## src/rtl/rrpd_pkg.sv

```systemverilog
// Shared types and constants of the run ratio pattern detector.
package rrpd_pkg;

   localparam logic [7:0] WHITE_PIXEL = 8'hFF;
   localparam int         FRAC_BITS   = 16;
   localparam int         POINT_BITS  = 17;
   localparam int         CSR_BITS    = 3;
   localparam int         CSR_DATA_BITS = 18;

   localparam logic [CSR_BITS-1:0] CSR_START_X   = 3'd0;
   localparam logic [CSR_BITS-1:0] CSR_START_Y   = 3'd1;
   localparam logic [CSR_BITS-1:0] CSR_STEP_X    = 3'd2;
   localparam logic [CSR_BITS-1:0] CSR_STEP_Y    = 3'd3;
   localparam logic [CSR_BITS-1:0] CSR_MIN_BLACK = 3'd4;

   // Which candidate of a match is being produced.
   typedef enum logic [1:0] {
      CAND_OUTER,
      CAND_INNER,
      CAND_CENTER
   } rrpd_cand_type;

   // Result of the edge and ratio test for one word.
   typedef struct packed {
      logic color_edge;
      logic ratio_match;
   } rrpd_match_type;

endpackage

```

## src/rtl/rrpd_ratio_check.sv

```systemverilog
// Color edge detection and run ratio test of the five latest runs.
module rrpd_ratio_check
   import rrpd_pkg::*;
#(
   parameter int RUN_BITS = 13
) (
   input  logic                pixel_white,
   input  logic                run_white,
   input  logic [7:0]          min_black_run,
   input  logic [RUN_BITS-1:0] run_len [5],
   output rrpd_match_type      result
);

   localparam int CW = RUN_BITS + 4;

   logic [CW-1:0] c0;
   logic [CW-1:0] c1;
   logic [CW-1:0] c2;
   logic [CW-1:0] c3;
   logic [CW-1:0] c4;
   logic          long_black;
   logic          ratio_3to1;
   logic          near_02;
   logic          near_13;
   logic          near_24;

   assign c0 = CW'(run_len[0]);
   assign c1 = CW'(run_len[1]);
   assign c2 = CW'(run_len[2]);
   assign c3 = CW'(run_len[3]);
   assign c4 = CW'(run_len[4]);

   assign long_black = CW'(run_len[0]) > CW'(min_black_run);

   // center run about three times the neighbor: strictly within 0.8 .. 1.25
   assign ratio_3to1 = (c1 * CW'(12) < c0 * CW'(5)) && (c0 * CW'(4) < c1 * CW'(15));
   assign near_02    = (c2 * CW'(4) < c0 * CW'(5)) && (c0 * CW'(4) < c2 * CW'(5));
   assign near_13    = (c3 * CW'(4) < c1 * CW'(5)) && (c1 * CW'(4) < c3 * CW'(5));
   assign near_24    = (c4 * CW'(4) < c2 * CW'(5)) && (c2 * CW'(4) < c4 * CW'(5));

   assign result.color_edge  = pixel_white != run_white;
   assign result.ratio_match = result.color_edge && !run_white && long_black &&
                               ratio_3to1 && near_02 && near_13 && near_24;

endmodule

```

## src/rtl/run_ratio_pattern_detector_unit.sv

```systemverilog
// Top level of the run ratio pattern detector along a scan ray.
//
// Usage: the req channel carries one pixel word per cycle along the ray,
// with req_line_start set on the first pixel of each ray. White is a pixel
// value of 255, anything else is black. The rsp channel returns candidate
// center points (integer pixel coordinates) with rsp_last marking the final
// candidate caused by a pixel. The csr port sets ray start, signed 2.16
// step and the minimum black run; write it only while the block is idle.
// Throughput: one pixel per cycle. A pixel that closes a matching pattern
// holds req_stall while the sequencer produces all but its last candidate
// (three candidates on the first match of a ray, one afterwards).
// Path: a candidate passes from its accepted pixel through the candidate
// sequencer, the multiplier register and the output register, in order.
// Run state updates at the accept edge, so a pixel without a match waits
// on the result path only while an earlier match is in the sequencer.
// When the receiver stalls, the output register holds its word, the pipe
// behind it fills, and req_stall rises once the sequencer can not drain.
// Reset clears all runs to one, color to black, position to zero and loads
// the default configuration.
module run_ratio_pattern_detector_unit
   import rrpd_pkg::*;
#(
   parameter int RUN_BITS = 13
) (
   input  logic                         clock,
   input  logic                         reset,
   // pixel words in
   input  logic                         req_valid,
   output logic                         req_stall,
   input  logic [7:0]                   req_pixel,
   input  logic                         req_line_start,
   // candidate words out
   output logic                         rsp_valid,
   input  logic                         rsp_stall,
   output logic signed [POINT_BITS-1:0] rsp_point_x,
   output logic signed [POINT_BITS-1:0] rsp_point_y,
   output logic                         rsp_last,
   // configuration writes
   input  logic                         csr_write_en,
   input  logic [CSR_BITS-1:0]          csr_index,
   input  logic [CSR_DATA_BITS-1:0]     csr_data
);

   localparam int DW = RUN_BITS + 3;               // distance sum width
   localparam int PW = RUN_BITS + 22;              // step * distance width
   localparam int SW = (PW > 32 ? PW : 32) + 1;    // exact difference width

   // ---------------------------------------------------------------- config
   logic [11:0]        start_x_ff;
   logic [11:0]        start_y_ff;
   logic signed [17:0] step_x_ff;
   logic signed [17:0] step_y_ff;
   logic [7:0]         min_black_ff;

   always_ff @(posedge clock) begin
      if (reset) begin
         start_x_ff   <= '0;
         start_y_ff   <= '0;
         step_x_ff    <= 18'sd65536;
         step_y_ff    <= '0;
         min_black_ff <= 8'd20;
      end else if (csr_write_en) begin
         unique case (csr_index)
            CSR_START_X:   start_x_ff   <= csr_data[11:0];
            CSR_START_Y:   start_y_ff   <= csr_data[11:0];
            CSR_STEP_X:    step_x_ff    <= $signed(csr_data[17:0]);
            CSR_STEP_Y:    step_y_ff    <= $signed(csr_data[17:0]);
            CSR_MIN_BLACK: min_black_ff <= csr_data[7:0];
            default: ;
         endcase
      end
   end

   // ------------------------------------------------------------ run state
   logic [RUN_BITS-1:0] run_ff [5];
   logic [RUN_BITS-1:0] run_in [5];
   logic [RUN_BITS-1:0] run_eff [5];
   logic                white_ff;
   logic                white_in;
   logic                white_eff;
   logic                first_ff;
   logic                first_in;
   logic                first_eff;
   logic [31:0]         pos_x_ff;
   logic [31:0]         pos_x_in;
   logic [31:0]         pos_y_ff;
   logic [31:0]         pos_y_in;
   logic [31:0]         pos_x_eff;
   logic [31:0]         pos_y_eff;
   logic                pixel_white;
   logic                accept;
   rrpd_match_type      test;
   logic [DW-1:0]       dist_outer;
   logic [DW-1:0]       dist_inner;

   assign pixel_white = req_pixel == WHITE_PIXEL;

   // a ray start first resets runs, color, first flag and position
   always_comb begin
      for (int i = 0; i < 5; i++) begin
         run_eff[i] = req_line_start ? RUN_BITS'(1) : run_ff[i];
      end
      white_eff = req_line_start ? 1'b0 : white_ff;
      first_eff = req_line_start ? 1'b1 : first_ff;
      pos_x_eff = req_line_start ? {4'b0, start_x_ff, 16'b0} : pos_x_ff;
      pos_y_eff = req_line_start ? {4'b0, start_y_ff, 16'b0} : pos_y_ff;
   end

   rrpd_ratio_check #(
      .RUN_BITS (RUN_BITS)
   ) u_ratio (
      .pixel_white   (pixel_white),
      .run_white     (white_eff),
      .min_black_run (min_black_ff),
      .run_len       (run_eff),
      .result        (test)
   );

   // distances back to the outer and inner quad centers
   assign dist_outer = DW'(run_eff[0]) + DW'(run_eff[1]) + DW'(run_eff[2]) +
                       DW'(run_eff[3]) + DW'(run_eff[4] >> 1);
   assign dist_inner = DW'(run_eff[0]) + DW'(run_eff[1]) + DW'(run_eff[2] >> 1);

   always_comb begin
      // shift in a new run on a color edge, then count this pixel
      if (test.color_edge) begin
         run_in[0] = RUN_BITS'(2);
         for (int i = 1; i < 5; i++) begin
            run_in[i] = run_eff[i-1];
         end
      end else begin
         run_in[0] = (run_eff[0] != {RUN_BITS{1'b1}}) ? run_eff[0] + RUN_BITS'(1)
                                                      : run_eff[0];
         for (int i = 1; i < 5; i++) begin
            run_in[i] = run_eff[i];
         end
      end
      white_in = pixel_white;
      first_in = first_eff && !test.ratio_match;
      pos_x_in = pos_x_eff + {{14{step_x_ff[17]}}, step_x_ff};
      pos_y_in = pos_y_eff + {{14{step_y_ff[17]}}, step_y_ff};
   end

   always_ff @(posedge clock) begin
      if (reset) begin
         for (int i = 0; i < 5; i++) begin
            run_ff[i] <= RUN_BITS'(1);
         end
         white_ff <= 1'b0;
         first_ff <= 1'b1;
         pos_x_ff <= '0;
         pos_y_ff <= '0;
      end else if (accept) begin
         run_ff   <= run_in;
         white_ff <= white_in;
         first_ff <= first_in;
         pos_x_ff <= pos_x_in;
         pos_y_ff <= pos_y_in;
      end
   end

   // ---------------------------------------------------- handshake control
   logic b_valid_ff;
   logic b_valid_in;
   logic c_valid_ff;
   logic c_valid_in;
   logic rsp_valid_ff;
   logic rsp_valid_in;
   logic out_free;
   logic c_free;
   logic c_move;
   logic b_fire;
   logic b_done;
   rrpd_cand_type b_kind_ff;
   rrpd_cand_type b_kind_in;
   rrpd_cand_type b_kind_next;

   assign out_free  = !rsp_valid_ff || !rsp_stall;
   assign c_move    = c_valid_ff && out_free;
   assign c_free    = !c_valid_ff || out_free;
   assign b_fire    = b_valid_ff && c_free;
   assign b_done    = b_fire && (b_kind_ff == CAND_CENTER);
   assign req_stall = b_valid_ff && !b_done;
   assign accept    = req_valid && !req_stall;

   always_comb begin
      unique case (b_kind_ff)
         CAND_OUTER:  b_kind_next = CAND_INNER;
         CAND_INNER:  b_kind_next = CAND_CENTER;
         CAND_CENTER: b_kind_next = CAND_CENTER;
         default:     b_kind_next = CAND_CENTER;
      endcase

      b_valid_in = b_valid_ff;
      b_kind_in  = b_kind_ff;
      if (accept && test.ratio_match) begin
         b_valid_in = 1'b1;
         b_kind_in  = first_eff ? CAND_OUTER : CAND_CENTER;
      end else if (b_done) begin
         b_valid_in = 1'b0;
      end else if (b_fire) begin
         b_kind_in = b_kind_next;
      end

      c_valid_in   = b_fire ? 1'b1 : (c_move ? 1'b0 : c_valid_ff);
      rsp_valid_in = c_move ? 1'b1 : (out_free ? 1'b0 : rsp_valid_ff);
   end

   always_ff @(posedge clock) begin
      if (reset) begin
         b_valid_ff   <= 1'b0;
         b_kind_ff    <= CAND_CENTER;
         c_valid_ff   <= 1'b0;
         rsp_valid_ff <= 1'b0;
      end else begin
         b_valid_ff   <= b_valid_in;
         b_kind_ff    <= b_kind_in;
         c_valid_ff   <= c_valid_in;
         rsp_valid_ff <= rsp_valid_in;
      end
   end

   // ---------------------------------------------- candidate sequencer (B)
   logic [31:0]         b_pos_x_ff;
   logic [31:0]         b_pos_y_ff;
   logic [DW-1:0]       b_outer_ff;
   logic [DW-1:0]       b_inner_ff;
   logic [RUN_BITS-1:0] b_center_ff;

   always_ff @(posedge clock) begin
      if (accept && test.ratio_match) begin
         b_pos_x_ff  <= pos_x_eff;
         b_pos_y_ff  <= pos_y_eff;
         b_outer_ff  <= dist_outer;
         b_inner_ff  <= dist_inner;
         b_center_ff <= run_eff[0];
      end
   end

   logic [DW-1:0]        dist_sel;
   logic signed [PW-1:0] step_x_ext;
   logic signed [PW-1:0] step_y_ext;
   logic signed [PW-1:0] dist_ext;
   logic signed [PW-1:0] prod_x_in;
   logic signed [PW-1:0] prod_y_in;

   always_comb begin
      unique case (b_kind_ff)
         CAND_OUTER:  dist_sel = b_outer_ff;
         CAND_INNER:  dist_sel = b_inner_ff;
         CAND_CENTER: dist_sel = DW'(b_center_ff);
         default:     dist_sel = b_outer_ff;
      endcase
   end

   assign step_x_ext = PW'(step_x_ff);
   assign step_y_ext = PW'(step_y_ff);
   assign dist_ext   = $signed(PW'(dist_sel));
   assign prod_x_in  = step_x_ext * dist_ext;
   assign prod_y_in  = step_y_ext * dist_ext;

   // ------------------------------------------------ product register (C)
   logic signed [PW-1:0] c_prod_x_ff;
   logic signed [PW-1:0] c_prod_y_ff;
   logic [31:0]          c_pos_x_ff;
   logic [31:0]          c_pos_y_ff;
   logic                 c_half_ff;

   always_ff @(posedge clock) begin
      if (b_fire) begin
         c_prod_x_ff <= prod_x_in;
         c_prod_y_ff <= prod_y_in;
         c_pos_x_ff  <= b_pos_x_ff;
         c_pos_y_ff  <= b_pos_y_ff;
         c_half_ff   <= b_kind_ff == CAND_CENTER;
      end
   end

   // center offset halves toward zero: floor shift plus one for odd negatives
   logic signed [PW-1:0] off_x;
   logic signed [PW-1:0] off_y;
   logic                 borrow_x;
   logic                 borrow_y;
   logic [SW-1:0]        diff_x;
   logic [SW-1:0]        diff_y;

   always_comb begin
      off_x    = c_half_ff ? (c_prod_x_ff >>> 1) : c_prod_x_ff;
      off_y    = c_half_ff ? (c_prod_y_ff >>> 1) : c_prod_y_ff;
      borrow_x = c_half_ff && c_prod_x_ff[PW-1] && c_prod_x_ff[0];
      borrow_y = c_half_ff && c_prod_y_ff[PW-1] && c_prod_y_ff[0];
      diff_x   = SW'($signed(c_pos_x_ff)) - SW'(off_x) - {{(SW-1){1'b0}}, borrow_x};
      diff_y   = SW'($signed(c_pos_y_ff)) - SW'(off_y) - {{(SW-1){1'b0}}, borrow_y};
   end

   // ------------------------------------------------- output register (D)
   logic signed [POINT_BITS-1:0] rsp_point_x_ff;
   logic signed [POINT_BITS-1:0] rsp_point_y_ff;
   logic                         rsp_last_ff;

   always_ff @(posedge clock) begin
      if (c_move) begin
         rsp_point_x_ff <= $signed(diff_x[FRAC_BITS +: POINT_BITS]);
         rsp_point_y_ff <= $signed(diff_y[FRAC_BITS +: POINT_BITS]);
         rsp_last_ff    <= c_half_ff;
      end
   end

   assign rsp_valid   = rsp_valid_ff;
   assign rsp_point_x = rsp_point_x_ff;
   assign rsp_point_y = rsp_point_y_ff;
   assign rsp_last    = rsp_last_ff;

endmodule
```

## config.mk

```make
export PLATFORM = sky130hd
export DESIGN_NAME = run_ratio_pattern_detector_unit
export DESIGN_NICKNAME = d
export VERILOG_FILES = /design/src/rtl/rrpd_pkg.sv /design/src/rtl/rrpd_ratio_check.sv /design/src/rtl/run_ratio_pattern_detector_unit.sv
export SDC_FILE = /design/constraint.sdc
export NUM_CORES = 2
export LEC_CHECK = 0
export BUFFER_PORTS_ARGS = -buffer_cell sky130_fd_sc_hd__buf_2
export CORE_MARGIN = 4
export CORE_UTILIZATION = 60
export CTS_BUF_LIST = sky130_fd_sc_hd__clkbuf_16
export DETAILED_ROUTE_END_ITERATION = 6
export GPL_TIMING_DRIVEN = 0
export PLACE_DENSITY = 0.82
export SYNTH_ARGS = -nofsm -noshare
export SYNTH_HDL_FRONTEND = slang
export SYNTH_HIERARCHICAL = 1
export SYNTH_SLANG_ARGS = --single-unit
```

## constraint.sdc

```tcl
create_clock -name clock -period 10.1 [get_ports clock]
set_input_delay 2.02 -clock clock [delete_from_list [all_inputs] [get_ports clock]]
set_output_delay 2.02 -clock clock [all_outputs]
set_load 0.02 [all_outputs]
```

==> flow_summary.ini <==
[routing]
wirelength_mm = 158
drtAntennaViolNets = 0
drcViolationCount = 0
vias = 44731
wl_per_cell_um = 21.0
dr.pass1.iters = 6
via_per_inst = 5.95
drtIter0Drc = 4399

[setup_path]
path_max_fanout = 10
path_class = register to register
path_buf_inv = 6
startpoint_type = register
r2r_setup_slack_ns = 0.35
r2r-start = b_kind_ff[1]
cp.arrival_ns = 10.08
cp.required_ns = 10.43
slowest_stage = a21oi_2
reg2reg_depth = 24
crit_chain = ha_1 -> clkbuf_1 -> clkbuf_1 -> a22oi_1 -> a21oi_2 -> clkbuf_1 -> nand2_1 -> fa_1 -> inv_1 -> fa_1 -> fa_1 -> fa_1 -> fa_1 -> inv_1 -> fa_1 -> inv_1 -> ha_1 -> nand4_1 -> nor2_1 -> o2111ai_1 -> a311o_1 -> o22ai_1 -> o31ai_1 -> o311ai_0
crit_path_end = c_prod_y_ff[31]
cp-end-kind = register
r2r-end = c_prod_y_ff[31]
crit_family = adder cells
slowest_delay_ns = 0.85
path_depth = 24
crit_start = b_kind_ff[1]
cpMostUsedCell = fa_1

[final_layout]
final_cell_mix = inv_1, nand2_1, ha_1
layoutNonFillerInstCount = 7524
drive_gt1_share_pct = 5.39
nFillCells = 7287
multi_input_area_um2 = 38900
seq_area_um2 = 12400
nNetsFinal = 7557
fin_util_pct = 64.5
syn2layout_area_growth_pct = 6.68
final_common_cell = inv_1
finalInstanceArea_um2 = 60100

[power_and_ir_drop]
peakVddDrop_uv = 104
p_leak_nw = 28.5
power.density_nw_per_um2 = 75.8

[timing]
finalCriticalPeriod_ns = 9.75
setup_viol = 0
finalClockSkew_ns = 0.0381
rsz0062_at_grt = false
worst_pin_slew_ns = 1.57
slew_viol_final = 27
setup_ws_ns = 0.353
slew_headroom_pct = -4.68
setup-tns-final_ns = 0
hold_violations = 0
fmax_ghz = 0.103
fin_crit_sh_pct = 96.5

[synth]
synth_area_per_cell_um2 = 9.26
synth_ff_type = edfxtp_1
synth_largest_area_cell = fa_1
yosysWarnings = 6
postSynthCellCount = 6085
synth_top_area_share_pct = 23.0
synthTopCellsByArea = fa_1, edfxtp_1, ha_1
synth-seq-area-share_pct = 22.1
synth_edf_count = 278
ys_seq_elements = 482
synth_cell_types = 105
ys_async_sr_fraction_pct = 0
synth_nets = 7428
netlist_area_um2 = 56300

[global_route]
track_usage_pct = 32.1
grt_start_max_net_pins = 95
grt_pass1_vias = 45409
antenna_found_initial = 17
grt_overflow_total = 0
grt_first_pass_wirelength_mm = 246

[place]
place_area_um2 = 58500
place.gp.congestion = 0.957
post-dp-hpwl_mm = 125
port_buffers = 70
post-place-cells = 7418
pre_cts_ws_ns = 0.316

[min_path]
whs_path_depth = 0
hp-class = register to register

[cts]
clk_pin_slew_ns = 0.07
clk_latency_ns = 0.62
cts_buffers = 49
postCtsHoldBufs = 0
cts_tree = yes
cts-htree-levels = 2
clk_path_buf_depth = 3
cts_root_buf = clkbuf_16
cts.sinks = 482

[floorplan]
rows = 112
fp.dieH_um = 314
coreArea_um2 = 93200
die_w_um = 314
start_util_pct = 60.4
pin_count = 72
dieArea_um2 = 98800

[outcome]
violations = capacitance limit, slew limit
status = finished, violations left

[job]
maxCapViolations = 3
## cells by family after synthesis
logic type,after synthesis,synth area share [%]
compound gates,962,11.3
mux,138,2.64
xor+xnor,244,3.79
simple gates,1609,13.6
buf+inv,1342,8.96
flops,482,22.1
fa+ha+maj,1308,37.7
## state kept, by name (all words and copies together), names as in the netlist, 13 cells and up
register and cells:
step_y_ff 18, b_pos_y_ff 32, b_pos_x_ff 32, c_prod_y_ff 35, b_outer_ff 16, c_pos_y_ff 32
b_inner_ff 15, rsp_point_x 17, c_pos_x_ff 32, pos_y_ff 32, step_x_ff 18, pos_x_ff 32
rsp_point_y 17, c_prod_x_ff 35, b_center_ff 13, run_ff 65
## power breakdown
part | switching, mW | internal (mW) | total, mW
Combinational | 0.399 | 0.234 | 0.632
Sequential | 0.0243 | 2.09 | 2.11
Clock | 0.811 | 0.995 | 1.81
Total | 1.23 | 3.32 | 4.55
## cell usage after synthesis (6+ instances only)
library cell and instances:
or2_2 16, inv_1 1145, clkbuf_1 178, o21bai_1 31, o2111ai_1 8, o21ai_0 118, xor2_1 74, o31ai_1 10
a31oi_1 26, nand2_1 695, a2111oi_0 9, o211ai_1 38, a211oi_1 74, nor2b_1 169, or3_1 16, nor3_1 71
and3_1 20, a31o_2 6, mux2_2 84, o31a_1 7, o21ai_1 20, ha_1 662, a21o_1 99, edfxtp_1 278
o41ai_2 6, o21a_1 51, mux2i_1 54, a21oi_1 341, nand2b_1 34, xnor2_1 170, and2_1 202, a22oi_1 17
nor4_1 7, nor2_1 245, a21boi_0 7, nand3_1 71, fa_1 646, nand4_1 23, buf_1 15, dfxtp_1 204
## timing repair
item / CTS / global route
setup endpoints to repair: 0 / 3
buffers inserted: 0 / 0
gates resized for setup: 0 / 1
## through the flow
stage | hold WS (ns) | power, mW
after floorplan | 0.400 | 2.58
after global placement | 0.401 | 2.74
after detailed placement | 0.405 | 2.77
after CTS | 0.392 | 4.55
after global routing | 0.393 | 4.71
final | 0.391 | 4.55
## final cells by class
type / instances / share of cell area (%)
Clock inverter: 39 / 0.477
Antenna cell: 17 / 0.0708
Timing Repair Buffer: 79 / 0.852
Sequential cell: 482 / 20.7
Inverter: 1146 / 7.17
Clock buffer: 51 / 2.12
Multi-Input combinational cell: 4261 / 64.8
Tap cell: 1254 / 2.61
Buffer: 195 / 1.23
## worst reg2reg max path, cell delays in order, from the launching register on
cell	delay, ns
dfxtp_1	0.40
ha_1	0.25
clkbuf_1	0.32
clkbuf_1	0.44
a22oi_1	0.21
a21oi_2	0.85
clkbuf_1	0.78
nand2_1	0.22
fa_1	0.59
inv_1	0.06
fa_1	0.57
fa_1	0.44
fa_1	0.48
fa_1	0.49
inv_1	0.06
fa_1	0.48
inv_1	0.04
ha_1	0.37
nand4_1	0.17
nor2_1	0.40
o2111ai_1	0.41
a311o_1	0.45
o22ai_1	0.37
o31ai_1	0.19
o311ai_0	0.44
## worst min-delay path by stage
stage                         from        endpoint  slack [ns]
floorplan            b_pos_x_ff[0]   c_pos_x_ff[0]        0.40
global placement     b_pos_y_ff[6]   c_pos_y_ff[6]        0.40
detailed placement  b_pos_x_ff[21]  c_pos_x_ff[21]        0.40
CTS                 b_pos_y_ff[21]  c_pos_y_ff[21]        0.39
global route        b_pos_y_ff[21]  c_pos_y_ff[21]        0.39
finish              b_pos_y_ff[21]  c_pos_y_ff[21]        0.39
## per-layer routing
metal	track usage [%]	up-vias	routed length (µm)
li1	-	20040	-
met1	38.4	21606	56900
met2	51.5	2369	71500
met3	8.70	706	17100
met4	20.0	10	12700
met5	0.791	-	157
Power figures use the tool's default switching activity.
